--- src/rtl/assert_macros.svh ---
// ----------------------------------------------------------------------------
// assertion macros
// shared concurrent check forms for the utf-8 decoder rtl
// ----------------------------------------------------------------------------
`ifndef ASSERT_MACROS_SVH
`define ASSERT_MACROS_SVH

// same-cycle implication, off while reset is low
`define ASSERT_IMP(lbl, clk, rst_n, ante, cons) \
  lbl: assert property (@(posedge clk) disable iff (!rst_n) (ante) |-> (cons)) \
    else $error("same-cycle implication check failed");

// next-cycle implication, off while reset is low
`define ASSERT_NEXT(lbl, clk, rst_n, ante, cons) \
  lbl: assert property (@(posedge clk) disable iff (!rst_n) (ante) |=> (cons)) \
    else $error("next-cycle implication check failed");

`endif

--- src/rtl/u8d_pkg.sv ---
// ----------------------------------------------------------------------------
// u8d_pkg
// widths, status codes and result type of the utf-8 stream decoder
// ----------------------------------------------------------------------------
`default_nettype none

package u8d_pkg;

  localparam int BYTE_W = 8;
  localparam int CP_W   = 21;
  localparam int CNT_W  = 3;
  localparam int ST_W   = 3;
  localparam int LEFT_W = 2;

  // status codes
  localparam logic [ST_W-1:0] ST_VALID      = 3'd0;
  localparam logic [ST_W-1:0] ST_INCOMPLETE = 3'd1;
  localparam logic [ST_W-1:0] ST_BAD_LEAD   = 3'd2;
  localparam logic [ST_W-1:0] ST_SURROGATE  = 3'd3;
  localparam logic [ST_W-1:0] ST_OVERLONG   = 3'd4;
  localparam logic [ST_W-1:0] ST_ABOVE      = 3'd5;

  // code point limits
  localparam logic [CP_W-1:0] CP_SURR_LO  = 21'h00D800;
  localparam logic [CP_W-1:0] CP_SURR_HI  = 21'h00DFFF;
  localparam logic [CP_W-1:0] CP_MIN_2B   = 21'h000080;
  localparam logic [CP_W-1:0] CP_MIN_3B   = 21'h000800;
  localparam logic [CP_W-1:0] CP_MIN_4B   = 21'h010000;
  localparam logic [CP_W-1:0] CP_MAX      = 21'h10FFFF;

  // one decoded word
  typedef struct packed {
    logic [CP_W-1:0]  scalar;
    logic [CNT_W-1:0] byte_count;
    logic [ST_W-1:0]  status;
    logic             null_char;
  } u8d_result_t;

  // status of a completed sequence; surrogate first, then overlong, then range
  function automatic logic [ST_W-1:0] classify(input logic [CP_W-1:0] cp,
                                               input logic [CNT_W-1:0] len);
    logic [ST_W-1:0] st;
    st = ST_VALID;
    if (cp >= CP_SURR_LO && cp <= CP_SURR_HI) st = ST_SURROGATE;
    else if (cp < CP_MIN_2B && len > 3'd1) st = ST_OVERLONG;
    else if (cp < CP_MIN_3B && len > 3'd2) st = ST_OVERLONG;
    else if (cp < CP_MIN_4B && len > 3'd3) st = ST_OVERLONG;
    else if (cp > CP_MAX) st = ST_ABOVE;
    return st;
  endfunction

endpackage

`default_nettype wire

--- src/rtl/u8d_in_stage.sv ---
// ----------------------------------------------------------------------------
// u8d_in_stage
// input register: holds one incoming word until the decode step takes it
// ----------------------------------------------------------------------------
`default_nettype none

module u8d_in_stage (
  input  wire logic                      clk,
  input  wire logic                      rst_n,
  input  wire logic                      in_valid,
  output logic                           in_ready,
  input  wire logic [u8d_pkg::BYTE_W-1:0] in_data_byte,
  input  wire logic                      in_end_of_input,
  input  wire logic                      advance,
  output logic                           item_valid,
  output logic [u8d_pkg::BYTE_W-1:0]     item_byte,
  output logic                           item_last
);
  import u8d_pkg::*;

  logic              valid_r;
  logic [BYTE_W-1:0] byte_r;
  logic              last_r;

  // room when empty or when the held word moves on this cycle
  assign in_ready = !valid_r || advance;

  // valid flag
  always_ff @(posedge clk) begin
    if (!rst_n) begin
      valid_r <= 1'b0;
    end else if (in_ready) begin
      valid_r <= in_valid;
    end
  end

  // payload
  always_ff @(posedge clk) begin
    if (in_valid && in_ready) begin
      byte_r <= in_data_byte;
      last_r <= in_end_of_input;
    end
  end

  assign item_valid = valid_r;
  assign item_byte  = byte_r;
  assign item_last  = last_r;

endmodule

`default_nettype wire

--- src/rtl/u8d_core.sv ---
// ----------------------------------------------------------------------------
// u8d_core
// sequence state and single-pass decode of one byte into an optional result
// ----------------------------------------------------------------------------
`default_nettype none

`include "assert_macros.svh"

module u8d_core (
  input  wire logic                       clk,
  input  wire logic                       rst_n,
  input  wire logic                       item_valid,
  input  wire logic                       advance,
  input  wire logic [u8d_pkg::BYTE_W-1:0] item_byte,
  input  wire logic                       item_last,
  output logic                            res_valid,
  output u8d_pkg::u8d_result_t            res
);
  import u8d_pkg::*;

  logic [CP_W-1:0]   acc_r,  acc_nxt;
  logic [LEFT_W-1:0] left_r, left_nxt;
  logic [CNT_W-1:0]  len_r,  len_nxt;

  logic [CP_W-1:0]   acc_cont;
  logic [LEFT_W-1:0] left_dec;
  logic              emit;
  logic [CP_W-1:0]   cp;
  logic [CNT_W-1:0]  cnt;
  logic [ST_W-1:0]   st;

  assign acc_cont = {acc_r[CP_W-7:0], item_byte[5:0]};
  assign left_dec = left_r - 2'd1;

  // decode one byte against the open sequence
  always_comb begin
    acc_nxt  = acc_r;
    left_nxt = left_r;
    len_nxt  = len_r;
    emit     = 1'b0;
    cp       = '0;
    cnt      = 3'd1;
    st       = ST_VALID;
    if (left_r == 2'd0) begin
      if (item_byte < 8'h80) begin
        emit = 1'b1;
        cp   = {13'd0, item_byte};
      end else if (item_byte >= 8'hC0 && item_byte < 8'hE0) begin
        acc_nxt  = {16'd0, item_byte[4:0]};
        len_nxt  = 3'd2;
        left_nxt = 2'd1;
      end else if (item_byte >= 8'hE0 && item_byte < 8'hF0) begin
        acc_nxt  = {17'd0, item_byte[3:0]};
        len_nxt  = 3'd3;
        left_nxt = 2'd2;
      end else if (item_byte >= 8'hF0 && item_byte < 8'hF8) begin
        acc_nxt  = {18'd0, item_byte[2:0]};
        len_nxt  = 3'd4;
        left_nxt = 2'd3;
      end else begin
        emit = 1'b1;
        st   = ST_BAD_LEAD;
      end
      // end mark right after a multi-byte lead
      if (!emit && item_last) begin
        emit = 1'b1;
        st   = ST_INCOMPLETE;
      end
    end else begin
      acc_nxt  = acc_cont;
      left_nxt = left_dec;
      if (left_dec == 2'd0) begin
        emit = 1'b1;
        cp   = acc_cont;
        cnt  = len_r;
        st   = classify(acc_cont, len_r);
      end else if (item_last) begin
        emit = 1'b1;
        cnt  = len_r - {1'b0, left_dec};
        st   = ST_INCOMPLETE;
      end
    end
    // any result closes the sequence
    if (emit) begin
      acc_nxt  = '0;
      left_nxt = 2'd0;
      len_nxt  = 3'd0;
    end
  end

  // result word
  always_comb begin
    res_valid      = item_valid && emit;
    res.scalar     = (st == ST_VALID) ? cp : '0;
    res.byte_count = cnt;
    res.status     = st;
    res.null_char  = (st == ST_VALID) && (cp == '0);
  end

  // sequence state moves with each consumed byte
  always_ff @(posedge clk) begin
    if (!rst_n) begin
      acc_r  <= '0;
      left_r <= 2'd0;
      len_r  <= 3'd0;
    end else if (item_valid && advance) begin
      acc_r  <= acc_nxt;
      left_r <= left_nxt;
      len_r  <= len_nxt;
    end
  end

  // checks
  `ASSERT_IMP(a_err_zero_cp, clk, rst_n, res_valid && res.status != ST_VALID, res.scalar == '0)
  `ASSERT_IMP(a_null_valid, clk, rst_n, res_valid && res.null_char, res.status == ST_VALID)
  `ASSERT_IMP(a_open_len, clk, rst_n, left_r != 2'd0, len_r > {1'b0, left_r})
  `ASSERT_NEXT(a_close_idle, clk, rst_n, item_valid && advance && emit, left_r == 2'd0)

endmodule

`default_nettype wire

--- src/rtl/u8d_out_stage.sv ---
// ----------------------------------------------------------------------------
// u8d_out_stage
// result register: holds one decoded word until the consumer takes it
// ----------------------------------------------------------------------------
`default_nettype none

module u8d_out_stage (
  input  wire logic                 clk,
  input  wire logic                 rst_n,
  input  wire logic                 item_valid,
  input  wire logic                 res_valid,
  input  wire u8d_pkg::u8d_result_t res,
  output logic                      advance,
  output logic                      out_valid,
  input  wire logic                 out_ready,
  output u8d_pkg::u8d_result_t      out_res
);
  import u8d_pkg::*;

  logic        valid_r;
  u8d_result_t res_r;

  // slot free when empty or being drained
  assign advance = !valid_r || out_ready;

  // valid flag
  always_ff @(posedge clk) begin
    if (!rst_n) begin
      valid_r <= 1'b0;
    end else if (advance) begin
      valid_r <= item_valid && res_valid;
    end
  end

  // payload
  always_ff @(posedge clk) begin
    if (advance && item_valid && res_valid) begin
      res_r <= res;
    end
  end

  assign out_valid = valid_r;
  assign out_res   = res_r;

endmodule

`default_nettype wire

--- src/rtl/utf8_stream_decoder.sv ---
// ----------------------------------------------------------------------------
// utf8_stream_decoder
// byte-wide utf-8 decoder giving code point, length and status per sequence
// ----------------------------------------------------------------------------
//  channel | direction | ports
//  --------+-----------+-----------------------------------------------------
//  in      | sink      | in_valid, in_ready, in_data_byte, in_end_of_input
//  out     | source    | out_valid, out_ready, out_scalar, out_byte_count,
//          |           | out_status, out_null_char
//
// one byte per cycle sustained while out_ready is high; the result is
// registered as the byte closing its sequence leaves the input register.
// the rate is set by the sequence state register, updated once per byte.
// synchronous active-low reset clears the sequence state and both valid flags.
// out_ready low holds the result; in_ready drops once the input register is
// also full.
// ----------------------------------------------------------------------------
`default_nettype none

module utf8_stream_decoder (
  input  wire logic                        clk,
  input  wire logic                        rst_n,
  input  wire logic                        in_valid,
  output logic                             in_ready,
  input  wire logic [u8d_pkg::BYTE_W-1:0]  in_data_byte,
  input  wire logic                        in_end_of_input,
  output logic                             out_valid,
  input  wire logic                        out_ready,
  output logic [u8d_pkg::CP_W-1:0]         out_scalar,
  output logic [u8d_pkg::CNT_W-1:0]        out_byte_count,
  output logic [u8d_pkg::ST_W-1:0]         out_status,
  output logic                             out_null_char
);
  import u8d_pkg::*;

  logic              advance;
  logic              item_valid;
  logic [BYTE_W-1:0] item_byte;
  logic              item_last;
  logic              res_valid;
  u8d_result_t       res;
  u8d_result_t       out_res;

  // input register
  u8d_in_stage u_in (
    .clk             (clk),
    .rst_n           (rst_n),
    .in_valid        (in_valid),
    .in_ready        (in_ready),
    .in_data_byte    (in_data_byte),
    .in_end_of_input (in_end_of_input),
    .advance         (advance),
    .item_valid      (item_valid),
    .item_byte       (item_byte),
    .item_last       (item_last)
  );

  // decode step
  u8d_core u_core (
    .clk        (clk),
    .rst_n      (rst_n),
    .item_valid (item_valid),
    .advance    (advance),
    .item_byte  (item_byte),
    .item_last  (item_last),
    .res_valid  (res_valid),
    .res        (res)
  );

  // result register
  u8d_out_stage u_out (
    .clk        (clk),
    .rst_n      (rst_n),
    .item_valid (item_valid),
    .res_valid  (res_valid),
    .res        (res),
    .advance    (advance),
    .out_valid  (out_valid),
    .out_ready  (out_ready),
    .out_res    (out_res)
  );

  // result word onto ports
  assign out_scalar     = out_res.scalar;
  assign out_byte_count = out_res.byte_count;
  assign out_status     = out_res.status;
  assign out_null_char  = out_res.null_char;

endmodule

`default_nettype wire
--- config.mk ---
export PLATFORM = sky130hd
export DESIGN_NAME = utf8_stream_decoder
export DESIGN_NICKNAME = d
export VERILOG_FILES = /design/src/rtl/u8d_pkg.sv /design/src/rtl/u8d_in_stage.sv /design/src/rtl/u8d_core.sv /design/src/rtl/u8d_out_stage.sv /design/src/rtl/utf8_stream_decoder.sv
export VERILOG_INCLUDE_DIRS = /design/src /design/src/rtl
export SDC_FILE = /design/constraint.sdc
export NUM_CORES = 1
export LEC_CHECK = 0
export ABC_AREA = 1
export CAP_MARGIN = 10
export CORE_MARGIN = 1
export CORE_UTILIZATION = 66
export CTS_BUF_LIST = sky130_fd_sc_hd__clkbuf_8
export DETAILED_ROUTE_END_ITERATION = 10
export DONT_BUFFER_PORTS = 1
export GPL_TIMING_DRIVEN = 0
export PLACE_DENSITY = 0.88
export SLEW_MARGIN = 15
export SYNTH_ARGS = -nofsm -noshare
export SYNTH_HDL_FRONTEND = slang
export SYNTH_SLANG_ARGS = --single-unit
export TNS_END_PERCENT = 30
--- constraint.sdc ---
create_clock -name clk -period 5.45 [get_ports clk]
set_clock_uncertainty 0.05 [all_clocks]
set_input_delay 0.2725 -clock clk [delete_from_list [all_inputs] [get_ports clk]]
set_output_delay 0.2725 -clock clk [all_outputs]
set_load 0.02 [all_outputs]
Word level (Yosys, flattened, before mapping). Index checks and enable logic that the tools add are counted.

Reduce and logical (&&, ||, !) cells: 27. Magnitude comparators: 16. Equal/unequal tests: 3. $add $sub $neg: 2. Mux-type cells: 45.

Operators by type and width (number): 15-bit 2-to-1 mux (6); 3-bit 2-to-1 mux (19); 21-bit 2-to-1 mux (2); 8-bit less-than comparator, second input constant (4); 8-bit >= comparator, second input constant (3); 21-bit by 16-bit >= comparator with 1-bit output, second input constant (1); 21-bit greater-than comparator, second input constant (1); 21-bit by 16-bit <= comparator with 1-bit output, second input constant (1); 21-bit logical NOT (1); 21-bit by 12-bit less-than comparator with 1-bit output, second input constant (1); 21-bit by 17-bit less-than comparator with 1-bit output, second input constant (1); 21-bit by 8-bit less-than comparator with 1-bit output, second input constant (1); 1-bit logical AND (14); 2-bit 2-to-1 mux (7); 1-bit 2-to-1 mux (10); 8-bit 2-to-1 mux (1); 3-bit by 2-bit greater-than comparator with 1-bit output, second input constant (2); 5-bit by 4-bit != test with 1-bit output, second input constant (1); 2-bit logical NOT (2); 4-bit AND reduction (1); 4-bit nonzero test (1); 3-bit by 1-bit greater-than comparator with 1-bit output, second input constant (1); 1-bit logical NOT (3); 3-bit logical NOT (1); 7 further kinds (8).

Logic and storage cells: 104. Bits in registers: 59. Output and inout port bits: 30.

Logic depth before layout (Yosys ltp). Gate-level depths: netlist (run 1).

Depth in word-level cells: 13. Depth in mapped cells: 12. Mapped depth without buffers: 11.

Hierarchy. Synthesis (run 1) repeated with hierarchy kept, for this count alone.

Cells, all modules: 294. Area, all modules: 2721.4 um^2.

Modules (own cells, without submodules): u8d_core (instances 1, area each 1507.7 um^2, cells each 243); u8d_out_stage (instances 1, area each 892.1 um^2, cells each 35); u8d_in_stage (instances 1, area each 321.6 um^2, cells each 16).

Worst setup path before layout (run 1). Ideal clock, no wire load.

Path kind: register to register. From: reg u_core.left_r[0]. To: reg u_out.res_r, in the netlist u_out.out_res[0] (enable). Data arrival time: 1417 ps. Path buffers: 1. Path slack: 3643 ps. Cell stages (with the launch flop): 9. Cell sequence: dfxtp_1 inv_1 ha_1 inv_2 nand2_1 nor2_2 nor2_4 and2_1 buf_4.

Longest elaborated chain between the ends: 6.

RTL lines: from (decl) (RTL line u8d_core.sv:22) `logic [LEFT_W-1:0] left_r, left_nxt;`; from (signal assigned) (RTL line u8d_core.sv:108) `left_r <= left_nxt;`; 2-bit by 1-bit subtractor with 2-bit output (RTL line u8d_core.sv:33) `assign left_dec = left_r - 2'd1;`; 2-bit logical NOT (RTL line u8d_core.sv:72) `if (left_dec == 2'd0) begin`; 1-bit 2-to-1 mux (RTL line u8d_core.sv:72); 1-bit 2-to-1 mux * (RTL line u8d_core.sv:44) `if (left_r == 2'd0) begin`; 1-bit logical AND * (RTL line u8d_core.sv:93) `res_valid = item_valid && emit;`; 1-bit logical AND * (RTL line u8d_out_stage.sv:37) `if (advance && item_valid && res_valid) begin`; to (signal assigned) (RTL line u8d_out_stage.sv:38) `res_r <= res;`; to (decl) (RTL line u8d_out_stage.sv:21) `u8d_result_t res_r;`.

Mark *: on every way between the ends. The rest lies on a longest branch, timed or not. A chain may end at the register's enable or synchronous reset.

Worst setup path after layout (run 1).
From: reg u_core.left_r[0]. To: reg u_out.res_r, in the netlist u_out.out_res[26] (enable).

The elaborated chain is that of the path after synthesis.

==> flow_metrics.py, run 1 <==
metrics = {
    "timing": {
        "worst_slew_pin_slew_ns": 0.485,
        "min_period_over_period_pct": 37.6,
        "setup_viol": 0,
        "fin_crit_ns": 2.05,
        "slew_violations": 0,
        "rsz0062_at_grt": "false",
        "tns_ns": 0,
        "hold_viol_final": 0,
        "slew_headroom_pct": 67.5,
        "max_freq_mhz": 488,
    },
    "global_route": {
        "antenna_found_initial": 0,
        "grt_usage_pct": 29.9,
        "grt_pass1_vias": 2030,
        "grt-ovfl-total": 0,
        "grt_pass1_wl_um": 9230,
        "grt_max_degree": 35,
    },
    "synthesis": {
        "yosys.area.top_type": "edfxtp_1",
        "ys_warn_count": 0,
        "yosys.area_share.xor_xnor_pct": 0,
        "yosysUniqueCellTypes": 31,
        "netlist_instances": 289,
        "yosysSeqAreaShare_pct": 55.5,
        "synth-adder-area-share_pct": 2.06,
        "synthDominantCellAreaShare_pct": 39.7,
        "syn_area_per_cell_um2": 9.68,
        "synthTopCellsByCount": "56 x nand2_1, 37 x edfxtp_1, 36 x nor2_1, 23 x inv_1, 22 x dfxtp_1",
        "synth.most_common_cell": "nand2_1",
        "synth_compound_area_share_pct": 9.17,
        "synth-edff-count": 37,
        "ys_seq_elements": 59,
        "synth-async-reset-ratio_pct": 0,
        "synthSimpleGateAreaFrac_pct": 26.8,
        "synth_area_leaders": "edfxtp_1 40%, dfxtp_1 16%, nand2_1 7.5%",
        "synthMuxAreaShare_pct": 0,
        "syn_area_um2": 2800,
        "synth_top_family_by_area": "simple AND/OR/NAND/NOR gates",
        "syn-num-nets": 306,
        "synth-main-ff-cell": "edfxtp_1",
    },
    "clock_network": {
        "cts_resized": 0,
        "clockBufferDepth": 2,
        "cts_tree": "done",
        "cts_setup_buffers": 0,
        "cts_root_buf": "clkbuf_8",
        "cts_hold_buf": 9,
        "cts_buffers": 9,
        "clk_latency_ns": 0.35,
        "path_clk_slew_ns": 0.07,
        "htreeDepth": 3,
        "cts_sinks": 59,
    },
    "critical_path": {
        "cp.required_ns": 5.40,
        "worst_setup_path_start_kind": "register",
        "arrival_ns": 2.00,
        "setup.worst_path.class": "register to register",
        "critical_path.cell_chain": "inv_1 > ha_1 > inv_2 > nand2_1 > nor2_2 > nor2_4 > and2_1 > buf_4",
        "crit_path_end_kind": "register",
        "cp_max_fo": 34,
        "worst_path_largest_cell_delay_ns": 0.39,
        "cp_slowest_cell": "buf_4",
    },
    "placed_design": {
        "port_buffers": 0,
        "globalplace.congestion": 0.956,
        "hpwlAfterDp_um": 3960,
    },
    "die": {
        "ioPinCount": 43,
        "coreArea_um2": 4030,
        "rows": 23,
        "start_util_pct": 69.4,
        "die_w_um": 67.1,
        "dieArea_um2": 4500,
        "die_h_um": 67.1,
    },
    "drt": {
        "ant_nets": 0,
        "drc": 0,
        "drt-pass1-iter-count": 5,
        "wl_um": 5910,
        "wl_per_cell_um": 16.2,
        "drtIter0Drc": 142,
        "vias_per_cell": 5.99,
        "vias": 2182,
    },
    "cells_and_area": {
        "fin_nets": 326,
        "diodes": 0,
        "layout-drive-gt1-share_pct": 18.8,
        "multi_input_area_um2": 1060,
        "seq_area_um2": 1550,
        "fill_cells": 254,
        "synthToLayoutAreaGrowth_pct": 13.1,
    },
    "power_and_ir_drop": {
        "p_leak_nw": 1.18,
        "p_total_mw": 1.05,
        "power_density_nw_per_um2": 332,
        "ir_drop_v": 0.000373,
    },
    "job": {
        "cap_violations": 0,
    },
    "status": {
        "status": "complete, no violations",
    },
    "hold_path": {
        "hold_path_class": "primary input to register",
    },
}
-- cell usage in the layout, fill, tap and decap left out, types with 3 or more instances in the layout --
cell type      synthesis  routed
nand2_1               56      56
nor3_2                21      21
a21oi_1               11      11
nand2_2                5       5
nand4_1                4       4
a22oi_1                9       9
clkbuf_8               0       9
nor2_1                36      36
inv_2                  3       3
nor2_2                 3       3
nor3_1                 5       5
o21ai_0               16      16
nand3_1               12      12
buf_6                  5       5
ha_1                   3       3
inv_1                 23      23
dfxtp_1               22      22
edfxtp_1              37      37
dlygate4sd3_1          0       9
-- critical path, delay by kind of cell, from the launching register on --
| kind | cells | cell delay (ns) |
|---|---|---|
| buffers and inverters | 3 | 0.58 |
| AND/OR/NAND/NOR | 4 | 0.48 |
| flip-flops | 1 | 0.33 |
| adder cells (fa/ha/maj) | 1 | 0.25 |
-- layout make-up --
type	count	area share (%)
tap	50	1.98
inverter	28	3.32
timing repair buffer	9	2.85
sequential	59	49.0
multi-input combinational	193	33.6
clock buffer	9	3.91
buffer	9	2.41
clock inverter	7	2.89
-- per-layer routing --
| layer | GRT usage [%] | vias up | share of wire [%] |
|---|---|---|---|
| met1 | 33.9 | 1011 | 39 |
| met2 | 46.4 | 112 | 49 |
| met4 | 22.1 | 0 | 3.9 |
| met5 | 0 | - | 0 |
| li1 | - | 1030 | - |
| met3 | 10.3 | 29 | 8.4 |
-- power by group --
group | total, mW | switching, mW | internal, mW
registers | 0.522 | 0.0259 | 0.497
logic | 0.0929 | 0.0625 | 0.0304
clock network | 0.436 | 0.181 | 0.255
-- sequential cells by signal (all words and copies together), names as in the netlist --
name and cells:
u_core.left_r 2, u_out.out_res 28, u_in.item_valid 1, u_out.out_valid 1, u_core.acc_r 15, u_core.len_r 3, u_in.item_last 1, u_in.item_byte 8
-- cells by family after synthesis --
kind of cell    after synthesis
simple gates                146
flops                        59
compound gates               43
buf+inv                      37
fa+ha+maj                     4
-- final timing paths --
kind	from	to	slack, ns	depth (start not counted)
worst max-delay path	u_core.left_r[0]	u_out.out_res[26]	3.40	8
worst min-delay path	rst_n	u_core.len_r[0]	0.02	2
worst max register to register	u_core.left_r[0]	u_out.out_res[26]	3.40	8
worst min register to register	u_core.acc_r[3]	u_core.acc_r[3]	0.46	2
-- metrics by stage --
step	hold WS (ns)	instance area, µm²	worst slack [ns]	instances	utilization (%)
2_1_floorplan	0.321	2800	3.64	289	-
3_3_place_gp	0.321	2860	3.46	339	71.0
3_5_place_dp	0.321	2860	3.42	339	71.0
4_1_cts	0.0144	3170	3.41	364	78.6
5_1_grt	0.00865	3170	3.27	364	78.6
6_report	0.0205	3170	3.40	364	78.6
No activity file was read; power rests on OpenSTA's default activity.
==> run 2, diff against run 1 <==
Settings changed: ABC_AREA 1 to 0, CORE_UTILIZATION 66 to 65, PLACE_DENSITY 0.88 to 0.87.
Clock period 5.45 ns to 2 ns, I/O delays scaled along.
==> flow_metrics.py, run 2 <==
metrics = {
    "hold_path": {
        "whs_path_depth": 2,
        "hold_path_class": "primary input to register",
    },
    "timing": {
        "max_freq_mhz": 454,
        "rsz0062_at_grt": "true",
        "tns_ns": -3.69,
        "min_period_over_period_pct": 110,
        "fin_crit_ns": 2.21,
        "slew_violations": 0,
        "hold_viol_final": 0,
        "slew_headroom_pct": 45.4,
        "layout_setup_ws_ns": -0.205,
        "setup_viol": 23,
        "worst_slew_pin_slew_ns": 0.820,
    },
    "synthesis": {
        "synthDominantCellAreaShare_pct": 42.2,
        "synth.most_common_cell": "edfxtp_1",
        "yosys.area.top_type": "edfxtp_1",
        "synthTopCellsByCount": "37 x edfxtp_1, 22 x dfxtp_1, 20 x nand2_1, 16 x nor2b_1",
        "syn_area_per_cell_um2": 11.7,
        "ys_warn_count": 0,
        "syn_area_um2": 2640,
        "synth_area_leaders": "edfxtp_1 42%, dfxtp_1 17%, nor2b_1 3.8%",
        "ys_seq_elements": 59,
        "syn-num-nets": 243,
        "yosysUniqueCellTypes": 48,
        "yosysSeqAreaShare_pct": 58.9,
        "netlist_instances": 226,
        "synth-async-reset-ratio_pct": 0,
        "synth-edff-count": 37,
        "synth-main-ff-cell": "edfxtp_1",
    },
    "power_and_ir_drop": {
        "clockPowerShare_pct": 43.1,
        "p_seq_share_pct": 50.2,
        "p_sw_share_pct": 23.3,
        "p_sw_mw": 0.652,
        "power_density_nw_per_um2": 882,
        "p_leak_nw": 1.16,
        "p_int_mw": 2.14,
        "p_total_mw": 2.80,
        "p_comb_share_pct": 6.7,
        "ir_drop_v": 0.00119,
    },
    "cells_and_area": {
        "final_cell_mix": "37 x edfxtp_1, 21 x dfxtp_1, 20 x nand2_1",
        "largest_reg_flops": 28,
        "diodes": 0,
        "fin_nets": 275,
        "final_common_cell": "edfxtp_1",
        "synthToLayoutAreaGrowth_pct": 20.3,
        "layout-drive-gt1-share_pct": 17.1,
        "fin_area_um2": 3170,
    },
    "job": {
        "cap_violations": 0,
    },
    "critical_path": {
        "r2r_cells": 6,
        "cp_max_fo": 10,
        "cp.required_ns": 2.05,
        "setup.worst_path.class": "register to register",
        "worst_setup_path_start_kind": "register",
        "arrival_ns": 2.26,
        "crit_path_end_kind": "register",
    },
    "die": {
        "die_h_um": 65.7,
        "rows": 22,
        "dieArea_um2": 4310,
        "start_util_pct": 69.9,
        "die_w_um": 65.7,
        "coreArea_um2": 3770,
        "ioPinCount": 43,
    },
    "clock_network": {
        "clk_latency_ns": 0.35,
        "cts_root_buf": "clkbuf_8",
        "clockBufferDepth": 2,
        "cts_tree": "done",
        "path_clk_slew_ns": 0.06,
        "htreeDepth": 3,
        "cts_sinks": 59,
        "cts_buffers": 9,
    },
    "placed_design": {
        "port_buffers": 0,
        "globalplace.congestion": 0.893,
        "hpwlAfterDp_um": 3540,
        "dpl-instance-area_um2": 2710,
    },
    "drt": {
        "wl_um": 6250,
        "vias": 2032,
        "drt-pass1-iter-count": 5,
        "wl_per_cell_um": 20.1,
        "vias_per_cell": 6.53,
        "drtIter0Drc": 272,
        "ant_nets": 0,
        "drc": 0,
    },
    "status": {
        "violations": "setup timing",
        "status": "finished, violations left",
    },
    "global_route": {
        "antenna_found_initial": 0,
        "grt_pass1_vias": 1970,
        "grt_usage_pct": 32.7,
        "grt_max_degree": 15,
        "grt-ovfl-total": 0,
        "grt_pass1_wl_um": 9800,
    },
}
==> run 2: cell types whose count changed after synthesis, sizes merged, moves of 10 or more <==
| cell | change |
|---|---|
| nor2b | +16 |
| nand3 | -10 |
| nor2 | -29 |
| inv | -18 |
| nor3 | -22 |
| nand2 | -41 |
| o21ai | -13 |
| and3 | +16 |
==> run 2: path summary, 6_finish.rpt <==
check | end | slack (ns) | from
worst max-delay path | u_out.out_res[25] | -0.21 | u_core.acc_r[10]
worst max register to register | u_out.out_res[25] | -0.21 | u_core.acc_r[10]
worst min register to register | u_core.left_r[1] | 0.43 | u_core.left_r[1]
worst min-delay path | u_out.out_valid | 0.13 | rst_n
==> run 2: cell type report <==
| cell class | instances | area [µm²] |
|---|---|---|
| sequential | 59 | 1550 |
| multi-input combinational | 149 | 1040 |
| fill | 189 | 601 |
| timing repair buffer | 21 | 200 |
| clock buffer | 10 | 138 |
| clock inverter | 6 | 80.1 |
| buffer | 10 | 73.8 |
| tap | 48 | 60.1 |
| inverter | 8 | 30.0 |
==> run 2: logic make-up after synthesis <==
family	after synthesis	share of synthesized area, %
simple gates	88	18.5
mux	2	0.760
fa+ha+maj	4	2.18
flops	59	58.9
buf+inv	19	4.04
compound gates	54	15.7
==> run 2: per-layer routing <==
layer | global-route usage (%) | routed length [µm] | vias up
li1 | - | - | 910
met1 | 37.1 | 2400 | 956
met2 | 51.8 | 3060 | 138
met3 | 10.9 | 572 | 28
met4 | 22.0 | 218 | 0
met5 | 0 | 0 | -
==> run 2: through the flow <==
| stage | std cells | worst slack (ns) | hold WS [ns] | util [%] |
|---|---|---|---|---|
| 2_1_floorplan | 226 | 0.00927 | 0.149 | - |
| 3_3_place_gp | 274 | -0.251 | 0.149 | 71.7 |
| 3_5_place_dp | 274 | -0.344 | 0.149 | 71.7 |
| 4_1_cts | 307 | -0.142 | 0.116 | 82.9 |
| 5_1_grt | 311 | -0.273 | 0.141 | 84.1 |
| 6_report | 311 | -0.205 | 0.128 | 84.1 |
==> run 2: what timing repair did <==
item / in CTS / in global routing
resized for setup: 8 / 5
cloned: 1 / 0
hold buffers: 12 / 0
endpoints found under the hold margin: 19 / 0
setup endpoints to repair: 69 / 70
pin swaps: 4 / 2
buffers inserted: 5 / 4
==> run 2: power by group through the flow <==
stage               sequential, mW  clock [mW]  combinational [mW]
floorplan                     1.42           0               0.102
global placement              1.43           0               0.126
detailed placement            1.43           0               0.130
CTS                           1.40        1.19               0.172
global route                  1.41        1.26               0.201
finish                        1.40        1.20               0.188
==> run 2: critical path: stages (launching register included) <==
cell and delay (ns):
dfxtp_2 0.35, or4_4 0.56, a2111oi_4 0.32, o221a_2 0.29, a21oi_2 0.06, buf_6 0.16
and3_1 0.17
==> run 3, diff against run 2 <==
Settings changed: REMOVE_ABC_BUFFERS from default to 1.
==> flow_metrics.py, run 3 (synthesized netlist as in run 2, its figures left out) <==
metrics = {
    "status": {
        "status": "finished, violations left",
        "violations": "setup timing",
    },
    "cells_and_area": {
        "synthToLayoutAreaGrowth_pct": 23.6,
        "fin_area_um2": 3260,
        "fin_nets": 277,
        "diodes": 0,
        "post-route-util_pct": 86.4,
        "final_cells": 313,
        "final_common_cell": "edfxtp_1",
        "largest_reg_flops": 28,
        "layout-drive-gt1-share_pct": 24.5,
        "final_cell_mix": "37 x edfxtp_1, 20 x dfxtp_1, 19 x nand2_1",
    },
    "clock_network": {
        "cts_tree": "done",
        "cts_sinks": 59,
        "path_clk_slew_ns": 0.07,
        "cts_buffers": 9,
        "clockBufferDepth": 2,
        "clk_latency_ns": 0.34,
        "htreeDepth": 3,
        "cts_root_buf": "clkbuf_8",
    },
    "timing": {
        "setup_viol": 23,
        "fin_crit_ns": 2.08,
        "slew_violations": 0,
        "layout_setup_ws_ns": -0.0824,
        "slew_headroom_pct": 45.7,
        "min_period_over_period_pct": 104,
        "tns_ns": -1.09,
        "worst_slew_pin_slew_ns": 0.814,
        "hold_slack_ns": 0.324,
        "rsz0062_at_grt": "true",
        "hold_viol_final": 0,
        "max_freq_mhz": 480,
    },
    "drt": {
        "wl_um": 7120,
        "vias_per_cell": 6.90,
        "drc": 0,
        "vias": 2160,
        "wl_per_cell_um": 22.8,
        "ant_nets": 0,
        "drtIter0Drc": 306,
        "drt-pass1-iter-count": 6,
    },
    "placed_design": {
        "place_ws_ns": -0.449,
        "dp_cells": 263,
        "port_buffers": 0,
        "dpl-instance-area_um2": 2630,
        "globalplace.congestion": 0.866,
        "hpwlAfterDp_um": 3390,
    },
    "power_and_ir_drop": {
        "p_total_mw": 2.52,
        "p_comb_share_pct": 7.6,
        "p_sw_mw": 0.665,
        "p_leak_nw": 1.17,
        "p_sw_share_pct": 26.4,
        "p_int_mw": 1.85,
        "p_seq_share_pct": 55.8,
        "power_density_nw_per_um2": 773,
        "clockPowerShare_pct": 36.6,
        "ir_drop_v": 0.000673,
    },
    "critical_path": {
        "cp_num_buf_inv": 0,
        "worst_setup_path_start_kind": "register",
        "setup.worst_path.class": "register to register",
        "crit_family": "simple AND/OR/NAND/NOR gates",
        "crit_path_end_kind": "register",
        "cp_slowest_cell": "or4_4",
        "cp.required_ns": 2.04,
        "arrival_ns": 2.13,
        "critical_path.cell_chain": "or4_4 > a2111oi_4 > o221a_4 > a21oi_4 > and3_4",
        "cp_max_fo": 6,
        "worst_path_largest_cell_delay_ns": 0.54,
    },
    "die": {
        "start_util_pct": 69.9,
        "rows": 22,
        "coreArea_um2": 3770,
        "ioPinCount": 43,
        "die_w_um": 65.7,
        "die_h_um": 65.7,
        "dieArea_um2": 4310,
    },
    "global_route": {
        "grt_pass1_wl_um": 10900,
        "antenna_found_initial": 0,
        "grt_usage_pct": 36.0,
        "grt-ovfl-total": 0,
        "grt_pass1_vias": 2051,
        "grt_max_degree": 25,
    },
    "job": {
        "cap_violations": 0,
    },
    "hold_path": {
        "hold_path_class": "primary input to register",
    },
}
==> run 3: changes by cell type in the layout (fill, tap and decap cells not counted), sizes merged <==
cell    change
bufinv      -2
clkinv      +3
a21oi       +3
clkbuf      -8
buf         +6
==> run 3: per-layer routing <==
metal	track usage [%]	wire length [µm]
met4	19.3	264
met2	59.3	3580
met5	0	0
met1	41.9	2570
met3	10.8	705
==> run 3: final cells by class <==
| type | count | area, µm² |
|---|---|---|
| inverters | 8 | 32.5 |
| flip-flops and latches | 59 | 1560 |
| well taps | 48 | 60.1 |
| repair buffers | 30 | 280 |
| fillers | 158 | 514 |
| multi-input cells | 152 | 1170 |
| clock buffers | 9 | 124 |
| clock inverters | 7 | 36.3 |
==> run 3: path summary, 6_finish.rpt <==
path	from	endpoint	slack [ns]	depth (start not counted)
worst max-delay path	u_core.acc_r[10]	u_out.out_res[27]	-0.08	5
worst min register to register	u_core.left_r[1]	u_core.left_r[1]	0.42	2
worst min-delay path	out_ready	u_core.acc_r[1]	0.32	4
worst max register to register	u_core.acc_r[10]	u_out.out_res[27]	-0.08	5
==> run 3: tightest hold or removal path: stages <==
cell and delay [ns]:
nand2b_1 0.18, and2_1 0.25, nand2_1 0.09, a21oi_1 0.05
==> run 3: power groups by stage <==
stage               clock network, mW  logic [mW]  registers (mW)
floorplan                           0      0.0881            1.42
global placement                    0       0.108            1.43
detailed placement                  0       0.114            1.43
CTS                             0.894       0.168            1.41
global route                    0.967       0.202            1.41
finish                          0.921       0.191            1.41
==> run 3: timing repair <==
item	CTS	global route
hold endpoints to repair	28	0
resized for setup	31	5
endpoints found under the setup margin	69	67
pin swaps	22	6
hold buffers	12	0
cloned	4	0
setup buffers	11	7
